`src/rtl/mono_bitmap_blit_page_refresh_defines.svh`:
```
// Assertion shorthands shared by the blit block.
`ifndef MONO_BITMAP_BLIT_PAGE_REFRESH_DEFINES_SVH
`define MONO_BITMAP_BLIT_PAGE_REFRESH_DEFINES_SVH

// Same-cycle implication, sampled on clk, off while rst_n is low.
`define MBB_ASSERT_IMP(lbl, ante, cons, msg) \
  lbl: assert property (@(posedge clk) disable iff (!rst_n) (ante) |-> (cons)) \
    else $error(msg);

// Next-cycle implication, sampled on clk, off while rst_n is low.
`define MBB_ASSERT_NXT(lbl, ante, cons, msg) \
  lbl: assert property (@(posedge clk) disable iff (!rst_n) (ante) |=> (cons)) \
    else $error(msg);

`endif

```
`src/rtl/mbb_ram.sv`:
```
module mbb_ram #(
  parameter int WIDTH = 8,
  parameter int DEPTH = 512
) (
  input  logic                     clk,
  input  logic                     we,
  input  logic [$clog2(DEPTH)-1:0] waddr,
  input  logic [WIDTH-1:0]         wdata,
  input  logic                     re,
  input  logic [$clog2(DEPTH)-1:0] raddr,
  output logic [WIDTH-1:0]         rdata
);

  logic [WIDTH-1:0] mem [DEPTH];

  always_ff @(posedge clk) begin
    if (we) begin
      mem[waddr] <= wdata;
    end
    if (re) begin
      rdata <= mem[raddr];
    end
  end

endmodule

```
`config.mk`:
```
export PLATFORM = sky130hd
export DESIGN_NAME = mbb_ram
export DESIGN_NICKNAME = d
export VERILOG_FILES = /design/src/rtl/mono_bitmap_blit_page_refresh_defines.svh /design/src/rtl/mbb_ram.sv
export SDC_FILE = /design/constraint.sdc
export NUM_CORES = 2
export LEC_CHECK = 0
export ABC_AREA = 1
export ABC_CLOCK_PERIOD_IN_PS = 3790
export BUFFER_PORTS_ARGS = -buffer_cell sky130_fd_sc_hd__buf_2
export CAP_MARGIN = 20
export CORE_MARGIN = 1
export CORE_UTILIZATION = 40
export CTS_BUF_LIST = sky130_fd_sc_hd__clkbuf_8
export DETAILED_ROUTE_END_ITERATION = 7
export SETUP_SLACK_MARGIN = 0.4
export SKIP_CTS_REPAIR_TIMING = 1
export SLEW_MARGIN = 20
export SYNTH_ARGS = -nofsm -noshare
export SYNTH_HDL_FRONTEND = slang
export SYNTH_SLANG_ARGS = --single-unit
```
`constraint.sdc`:
```
create_clock -name clk -period 3.79 [get_ports clk]
set_input_delay 0.379 -clock clk [delete_from_list [all_inputs] [get_ports clk]]
set_output_delay 0.379 -clock clk [all_outputs]
set_load 0.01 [all_outputs]
```
==> run_results.csv <==
group,metric,value,unit
outcome,status,"complete, no violations",
routing,first_iter_violations,13850,
pwr,p_per_area,487.9,nW/µm²
critical_path,cp-endpoint,"rdata[4]",
critical_path,r2r-end,"rdata[4]",
timing,rsz0062_at_grt,"no",
cells_and_area,utilization,44.90,%
timing,report.final.slew_viol_count,0,
min_path,min_path_type,"input pin to flip-flop",
placed_design,dpl.hpwl,282.6,mm
die,dieArea,419600,µm²
cts,htreeDepth,6,
routing,vias,110500,
job,max-cap-violations,0,
timing,worst_hold_slack,0.05167,ns
placed_design,dpl_cell_area,174100,µm²
yosys,synth_area_leaders,"edfxtp_1 (74%), nand3_1 (12%), nand2_1 (9.4%)",
yosys,ys_ff_latch,4104,
critical_path,r2r_cells,10,
pwr,leakage,64.96,nW
cts,cts.clk_slew.worst_paths,0.06,ns
timing,setup_viol,0,
cts,cts_tree,"done",
global_route,grt_max_degree,159,
critical_path,worstSetupEndpointType,"flip-flop",
routing,drt_pass1_iterations,6,
critical_path,cp_max_fo,70,
die,die_w,647.8,µm
cells_and_area,fin_area,186000,µm²
cells_and_area,final_nets,14130,
critical_path,path_common_cell,"nand3_1",
min_path,worstHoldStart,"raddr[7]",
yosys,yosysTopAreaCellShare,73.88,%
timing,post-route-period-util,73.36,%
timing,skew,0.05117,ns
timing,fin_crit,2.781,ns
cts,clock_path_buffers,4,
cts,cts_root_buffer,"clkbuf_8",
critical_path,worst_ep_arrival_time,3.73,ns
routing,drcViolationCount,0,
critical_path,rr_startpoint,"mem[506][4]",
yosys,synth_cell_types,15,
routing,totalWireLength,489.8,mm
critical_path,ff2ff_setup_slack,1.03,ns
global_route,grt_overflow,0,
global_route,antenna_found_initial,30,
routing,ant_nets,0,
yosys,synthCells,13890,
routing,avgRoutedWirePerCell,24.34,µm
yosys,yosys.area.top_type,"edfxtp_1",
placed_design,place.gp.congestion,0.8627,
cts,cts_buffers,667,
critical_path,worstPathRequired,4.74,ns
yosys,synth_nets,13920,
critical_path,cpPeakStageDelay,0.63,ns
pwr,vdd_drop_max,0.0003507,V
global_route,first_global_vias,105200,
cells_and_area,drive_gt1_share,8.989,%
die,start_util,40.26,%
timing,max_freq,359.6,MHz
yosys,syn_area_per_cell,12.01,µm²
placed_design,dpl_worst_slack,-0.1137,ns
global_route,track_usage,22.84,%
die,core,414300,µm²
die,num_rows,236,
placed_design,io_buffer_count,36,
cts,clock-sinks,4104,
timing,tns,0,ns
die,die_h,647.8,µm
critical_path,critPathKind,"input pin to flip-flop",
yosys,yosys_warnings,0,
critical_path,crit_chain,"buf_8, inv_16, buf_12, buf_12, buf_12, nand3_1, nand3_1, nand3_1, nand3_1, nand3_1, nand3_1, nand3_1, nand3_1, nand2_1",
timing,worst_pin_slew,1.143,ns
yosys,syn_area,166800,µm²
timing,max-slew-margin-rel,23.80,%
routing,post_drt_via_cell_ratio,5.490,
die,ios,37,
critical_path,critPathSlowestCell,"nand3_1",
timing,setup_slack,1.009,ns
yosys,yosysSeqAreaShare,73.88,%
cells_and_area,syn_to_final_growth,11.52,%
cts,clkLatencyLatePin,1.23,ns
timing,hold_viol_final,0,
critical_path,start_kind,"input pin",
critical_path,startpoint,"raddr[1]",
global_route,grt_pass1_wl,715.7,mm
==> power breakdown <==
group | total (mW) | internal (mW) | switching (mW) | leakage [nW]
clock | 34.7 | 16.9 | 17.8 | 6.81
combinational | 6.00 | 1.48 | 4.52 | 21.3
sequential | 50.1 | 50.0 | 0.0639 | 36.9
==> routing by layer <==
layer / vias up / global-route usage [%] / part of all wire [%]
met4: 8 / 9.402 / 4.0
met1: 54320 / 31.96 / 41
met5: - / 0 / 0.010
met3: 901 / 3.647 / 8.7
met2: 5234 / 35.53 / 46
li1: 50040 / - / -
==> sequential cells by signal (all words and copies together), names as in the netlist <==
name   count
mem     4096
rdata      8
==> cell usage in the layout, fill, tap and decap left out, drive strengths merged <==
master / Yosys / final
nand2: 4160 / 4160
edfxtp: 4104 / 4104
nand3: 4080 / 4080
clkbuf: 184 / 675
buf: 799 / 515
nor2: 514 / 514
inv: 39 / 304
clkinv: 0 / 215
diode: 0 / 47
clkinvlp: 0 / 14
nor3: 11 / 11
dlygate4sd3: 0 / 10
bufinv: 0 / 4
==> kinds of logic (layout without fill, tap and decap cells) <==
family	count (synthesis)	count (layout)	synth area share, %
buf+inv	1022	1737	3.328
other cells	0	47	0
flops	4104	4104	73.88
simple gates	8765	8765	22.79
==> worst min path at each step <==
stage / end / depth (start not counted)
6_report: rdata[5] / 4
5_1_grt: rdata[5] / 4
4_1_cts: mem[239][6] / 1
3_5_place_dp: mem[224][6] / 1
3_3_place_gp: mem[224][6] / 1
2_1_floorplan: mem[0][0] / 0
==> stage by stage <==
step	std cells	power, mW
CTS	20070	91.14
floorplan	13890	54.07
finish	20130	90.76
global route	20120	93.43
global placement	18900	56.89
detailed placement	18900	56.94
==> cells in the mapped netlist (all sizes together) <==
library cell	number
buf	799
clkbuf	184
edfxtp	4104
inv	39
nand2	4160
nand3	4080
nor2	514
nor3	11
==> critical path: cells and delay by family <==
family	cells	cell delay (ns)
AND/OR/NAND/NOR	9	1.88
buffers and inverters	5	1.34
==> layout make-up <==
| class | instances | area [µm²] |
|---|---|---|
| diodes | 47 | 117.6 |
| clock buffers | 675 | 9290 |
| clock inverters | 498 | 2390 |
| fillers | 37250 | 228300 |
| inverters | 39 | 202.7 |
| multi-input cells | 8765 | 38140 |
| flip-flops and latches | 4104 | 123200 |
| well taps | 5474 | 6849 |
| repair buffers | 525 | 5787 |
No activity file was read; power rests on OpenSTA's default activity.
