==> config.mk <==
export PLATFORM = sky130hd
export DESIGN_NAME = mbb_pix_addr
export DESIGN_NICKNAME = d
export VERILOG_FILES = /design/src/rtl/mono_bitmap_blit_page_refresh_defines.svh /design/src/rtl/mbb_pkg.sv /design/src/rtl/mbb_pix_addr.sv
export SDC_FILE = /design/constraint.sdc
export NUM_CORES = 1
export LEC_CHECK = 0
export ABC_CLOCK_PERIOD_IN_PS = 2200
export BUFFER_PORTS_ARGS = -buffer_cell sky130_fd_sc_hd__buf_4
export CORE_ASPECT_RATIO = 1.2
export CORE_MARGIN = 3
export CORE_UTILIZATION = 40
export DETAILED_ROUTE_END_ITERATION = 7
export GPL_TIMING_DRIVEN = 0
export PLACE_DENSITY = 0.8
export SLEW_MARGIN = 25
export SYNTH_ARGS = -nofsm -noshare
export SYNTH_HDL_FRONTEND = slang
export SYNTH_SLANG_ARGS = --single-unit
==> constraint.sdc <==
create_clock -name vclk -period 2.2
set_input_delay 0.22 -clock vclk [all_inputs]
set_output_delay 0.22 -clock vclk [all_outputs]
set_load 0.03 [all_outputs]
==> src/rtl/mono_bitmap_blit_page_refresh_defines.svh <==
// Assertion shorthands shared by the blit block.
`ifndef MONO_BITMAP_BLIT_PAGE_REFRESH_DEFINES_SVH
`define MONO_BITMAP_BLIT_PAGE_REFRESH_DEFINES_SVH

// Same-cycle implication, sampled on clk, off while rst_n is low.
`define MBB_ASSERT_IMP(lbl, ante, cons, msg) \
  lbl: assert property (@(posedge clk) disable iff (!rst_n) (ante) |-> (cons)) \
    else $error(msg);

// Next-cycle implication, sampled on clk, off while rst_n is low.
`define MBB_ASSERT_NXT(lbl, ante, cons, msg) \
  lbl: assert property (@(posedge clk) disable iff (!rst_n) (ante) |=> (cons)) \
    else $error(msg);

`endif

==> src/rtl/mbb_pkg.sv <==
package mbb_pkg;

  localparam int SCREEN_WIDTH_DEF  = 128;
  localparam int SCREEN_HEIGHT_DEF = 32;

  localparam logic [7:0] BMP_MAX_WIDTH = 8'd128;

  // Configuration reset values
  localparam logic [7:0] BMP_WIDTH_RST  = 8'd128;
  localparam logic [5:0] BMP_HEIGHT_RST = 6'd32;
  localparam logic [7:0] X_ORIGIN_RST   = 8'd0;
  localparam logic [5:0] Y_ORIGIN_RST   = 6'd0;
  localparam logic       DRAW_COLOR_RST = 1'b1;

  // Display command bytes
  localparam logic [7:0] CMD_PAGE_BASE = 8'hB0;
  localparam logic [7:0] CMD_COL_LO    = 8'h00;
  localparam logic [7:0] CMD_COL_HI    = 8'h10;

  localparam logic KIND_CMD  = 1'b0;
  localparam logic KIND_DATA = 1'b1;

  typedef enum logic [1:0] {
    FUNC_START = 2'd0,
    FUNC_PIXEL = 2'd1,
    FUNC_FLUSH = 2'd2
  } func_t;

  typedef enum logic [2:0] {
    CFG_BMP_WIDTH  = 3'd0,
    CFG_BMP_HEIGHT = 3'd1,
    CFG_X_ORIGIN   = 3'd2,
    CFG_Y_ORIGIN   = 3'd3,
    CFG_DRAW_COLOR = 3'd4
  } cfg_idx_t;

  typedef enum logic [1:0] {
    CMDSEL_PAGE = 2'd0,
    CMDSEL_LO   = 2'd1,
    CMDSEL_HI   = 2'd2
  } cmd_sel_t;

  typedef enum logic [6:0] {
    ST_IDLE      = 7'b0000001,
    ST_CLEAR     = 7'b0000010,
    ST_DRAW      = 7'b0000100,
    ST_DRAW_END  = 7'b0001000,
    ST_CMD       = 7'b0010000,
    ST_FETCH     = 7'b0100000,
    ST_FETCH_END = 7'b1000000
  } state_t;

  // Pixel update request from the address unit
  typedef struct packed {
    logic       en;
    logic [7:0] mask;
  } pix_req_t;

  function automatic logic [7:0] clip_width(input logic [7:0] w);
    clip_width = (w > BMP_MAX_WIDTH) ? BMP_MAX_WIDTH : w;
  endfunction

endpackage

==> src/rtl/mbb_pix_addr.sv <==
module mbb_pix_addr import mbb_pkg::*; #(
  parameter int SCREEN_WIDTH  = SCREEN_WIDTH_DEF,
  parameter int SCREEN_HEIGHT = SCREEN_HEIGHT_DEF,
  parameter int ADDR_W        = 9
) (
  input  logic [7:0]        bmp_width,
  input  logic [7:0]        x_origin,
  input  logic [5:0]        y_origin,
  input  logic [5:0]        row_count,
  input  logic [3:0]        byte_col,
  input  logic [2:0]        bit_idx,
  input  logic [7:0]        pixel_byte,
  output pix_req_t          req,
  output logic [ADDR_W-1:0] addr
);

  localparam logic signed [9:0] SW_S = 10'(SCREEN_WIDTH);
  localparam logic signed [7:0] SH_S = 8'(SCREEN_HEIGHT);

  logic [7:0]        w_clip;
  logic [6:0]        col_i;
  logic              in_bmp;
  logic              lit;
  logic signed [9:0] bx;
  logic signed [7:0] by;
  logic              on_screen;

  always_comb begin
    w_clip    = clip_width(bmp_width);
    col_i     = {byte_col, bit_idx};
    in_bmp    = {1'b0, col_i} < w_clip;
    lit       = pixel_byte[3'd7 - bit_idx];
    bx        = $signed({{2{x_origin[7]}}, x_origin}) + $signed({3'b000, col_i});
    by        = $signed({{2{y_origin[5]}}, y_origin}) + $signed({2'b00, row_count});
    on_screen = !bx[9] && (bx < SW_S) && !by[7] && (by < SH_S);
    req.en    = in_bmp && lit && on_screen;
    req.mask  = 8'(1) << by[2:0];
    addr      = ADDR_W'(by[5:3]) * ADDR_W'(SCREEN_WIDTH) + ADDR_W'(bx[8:0]);
  end

endmodule

==> results.cfg <==
[floorplan]
core.rowCount = 18
core_mm2 = 0.00212
die_y_um = 58.3
fp.dieArea_mm2 = 0.00290
die_w_um = 49.6
ios = 61
initial_utilization_pct = 43.1

[flow_run]
cap_violations = 0

[timing]
final.period_utilization_pct = 105
fin_ws_ns = -0.102
finalHoldViolCount = 0
slew_viol_final = 0
setup_violations = 2
finalSetupTns_ns = -0.194
fmax_ghz = 0.434
rsz0062_at_grt = yes
slew-limit-headroom_pct = 77.5
worst_pin_slew_ns = 0.328
final.min_clock_period_ns = 2.30

[cells_and_area]
register_area_um2 = 0
layout-drive-gt1-share_pct = 47.4
antennaDiodeCount = 0
seq_cell_count = 0
mostFrequentLayoutCells = buf_4, ha_1, nor2_1
nNetsFinal = 258
area_delta_synth_final_pct = 76.6
design_area_mm2 = 0.00161
final_common_cell = buf_4
final_util_pct = 76.2
n_clock_buffer = 0

[critical_path]
crit_top_cell = xnor2_2
crit_path_start_kind = input pin
path_cells = buf_4 -> ha_1 -> o21ai_0 -> a21oi_1 -> o21ai_2 -> xnor2_2 -> ha_2 -> xnor2_2 -> xnor2_2 -> xnor2_2 -> buf_6
critPathMaxFanout = 3
worstPathArrival_ns = 2.08
crit_required_ns = 1.98
cp_slowest_cell = ha_1
crit_family = XOR/XNOR gates
critPathMaxStageDelay_ns = 0.32
path_class = in2out
crit_buf_inv = 2
endpoint_kind = output port

[placed_design]
hpwl_um = 2250
dp_slack_ns = -0.383
gp_congestion = 0.751
placedInstanceArea_mm2 = 0.00145
numPortBuffers = 61

[global_route]
grt_max_degree = 10
grt_pass1_vias = 1120
grt.total_usage_pct = 18.6
grt_pass1_wl_um = 4470
antenna_found_initial = 0
grt_overflow = 0

[hold_path]
min_path_type = in2out

[power]
p_per_area_mw_per_mm2 = 381
ir_drop_mv = 0.287
finalPower_w = 0.000614
p_leak_nw = 0.797

[synthesis]
avgSynthCellArea_um2 = 7.68
synth_cell_types = 31
synth_area_um2 = 913
ys.warnings.count = 0
synth_fp_nets = 185
syn_inst = 119
yosysSeqAreaShare_pct = 0

[drt]
vias_per_cell = 5.25
avgRoutedWirePerCell_um = 12.6
drc = 0
drtAntennaViolNets = 0
wl_um = 2770
dr.pass1.iters = 4
drtIter0Drc = 12
vias = 1154

[run_status]
status = finished, violations left
violations = setup timing
-- cell families after synthesis --
family / synth area share (%)
multiplexers: 6.85
XOR/XNOR: 9.59
AND/OR/NAND/NOR: 25.6
adder cells (fa/ha/maj): 33.2
buffers and inverters: 3.29
AO/OA/AOI/OAI: 21.5
-- layer usage --
metal | vias up | GRT usage, % | wire length (µm)
li1 | 583 | - | -
met1 | 520 | 18.9 | 1020
met2 | 47 | 40.3 | 1510
met3 | 4 | 2.28 | 203
met4 | 0 | 2.37 | 38
met5 | - | 0 | 0
-- final cells by class --
class | instances | area [µm²]
multi-input combinational | 111 | 993
fill | 168 | 504
inverter | 8 | 30.0
tap | 30 | 37.5
timing repair buffer | 71 | 552
-- cells in the mapped netlist, drive strengths merged (3+ instances only) --
cell type   n  share of area, %
xnor2       9               8.6
a21o        3               2.5
o21a        3               2.5
inv         8               3.3
ha         21                29
nor2       15               6.2
nand2       4               1.6
nor3        5               2.7
a21oi       9               4.9
o21ai       9               5.3
nand3       3               1.6
nand2b      9               6.2
-- repair_timing --
action,CTS,global route
pin swaps,9,8
gates cloned,0,0
resized for setup,12,7
setup buffers,8,2
hold buffers,0,0
setup endpoints to repair,2,3
-- worst paths after layout --
kind / start / end / slack [ns] / depth (start not counted)
hold / removal: bit_idx[0] / addr[0] / 0.77 / 3
setup / recovery: x_origin[5] / addr[8] / -0.10 / 11
-- stage by stage --
stage	instances	hold WS (ns)
after global routing	220	0.774
after CTS	218	0.769
final	220	0.767
after detailed placement	210	0.792
after global placement	210	0.788
after floorplan	119	0.595
-- power breakdown --
part	leakage [nW]	internal (W)	switching [W]
combinational	0.797	0.000294	0.000320
sequential	0	0	0
clock	0	0	0
(Power assumes the default switching activity.)
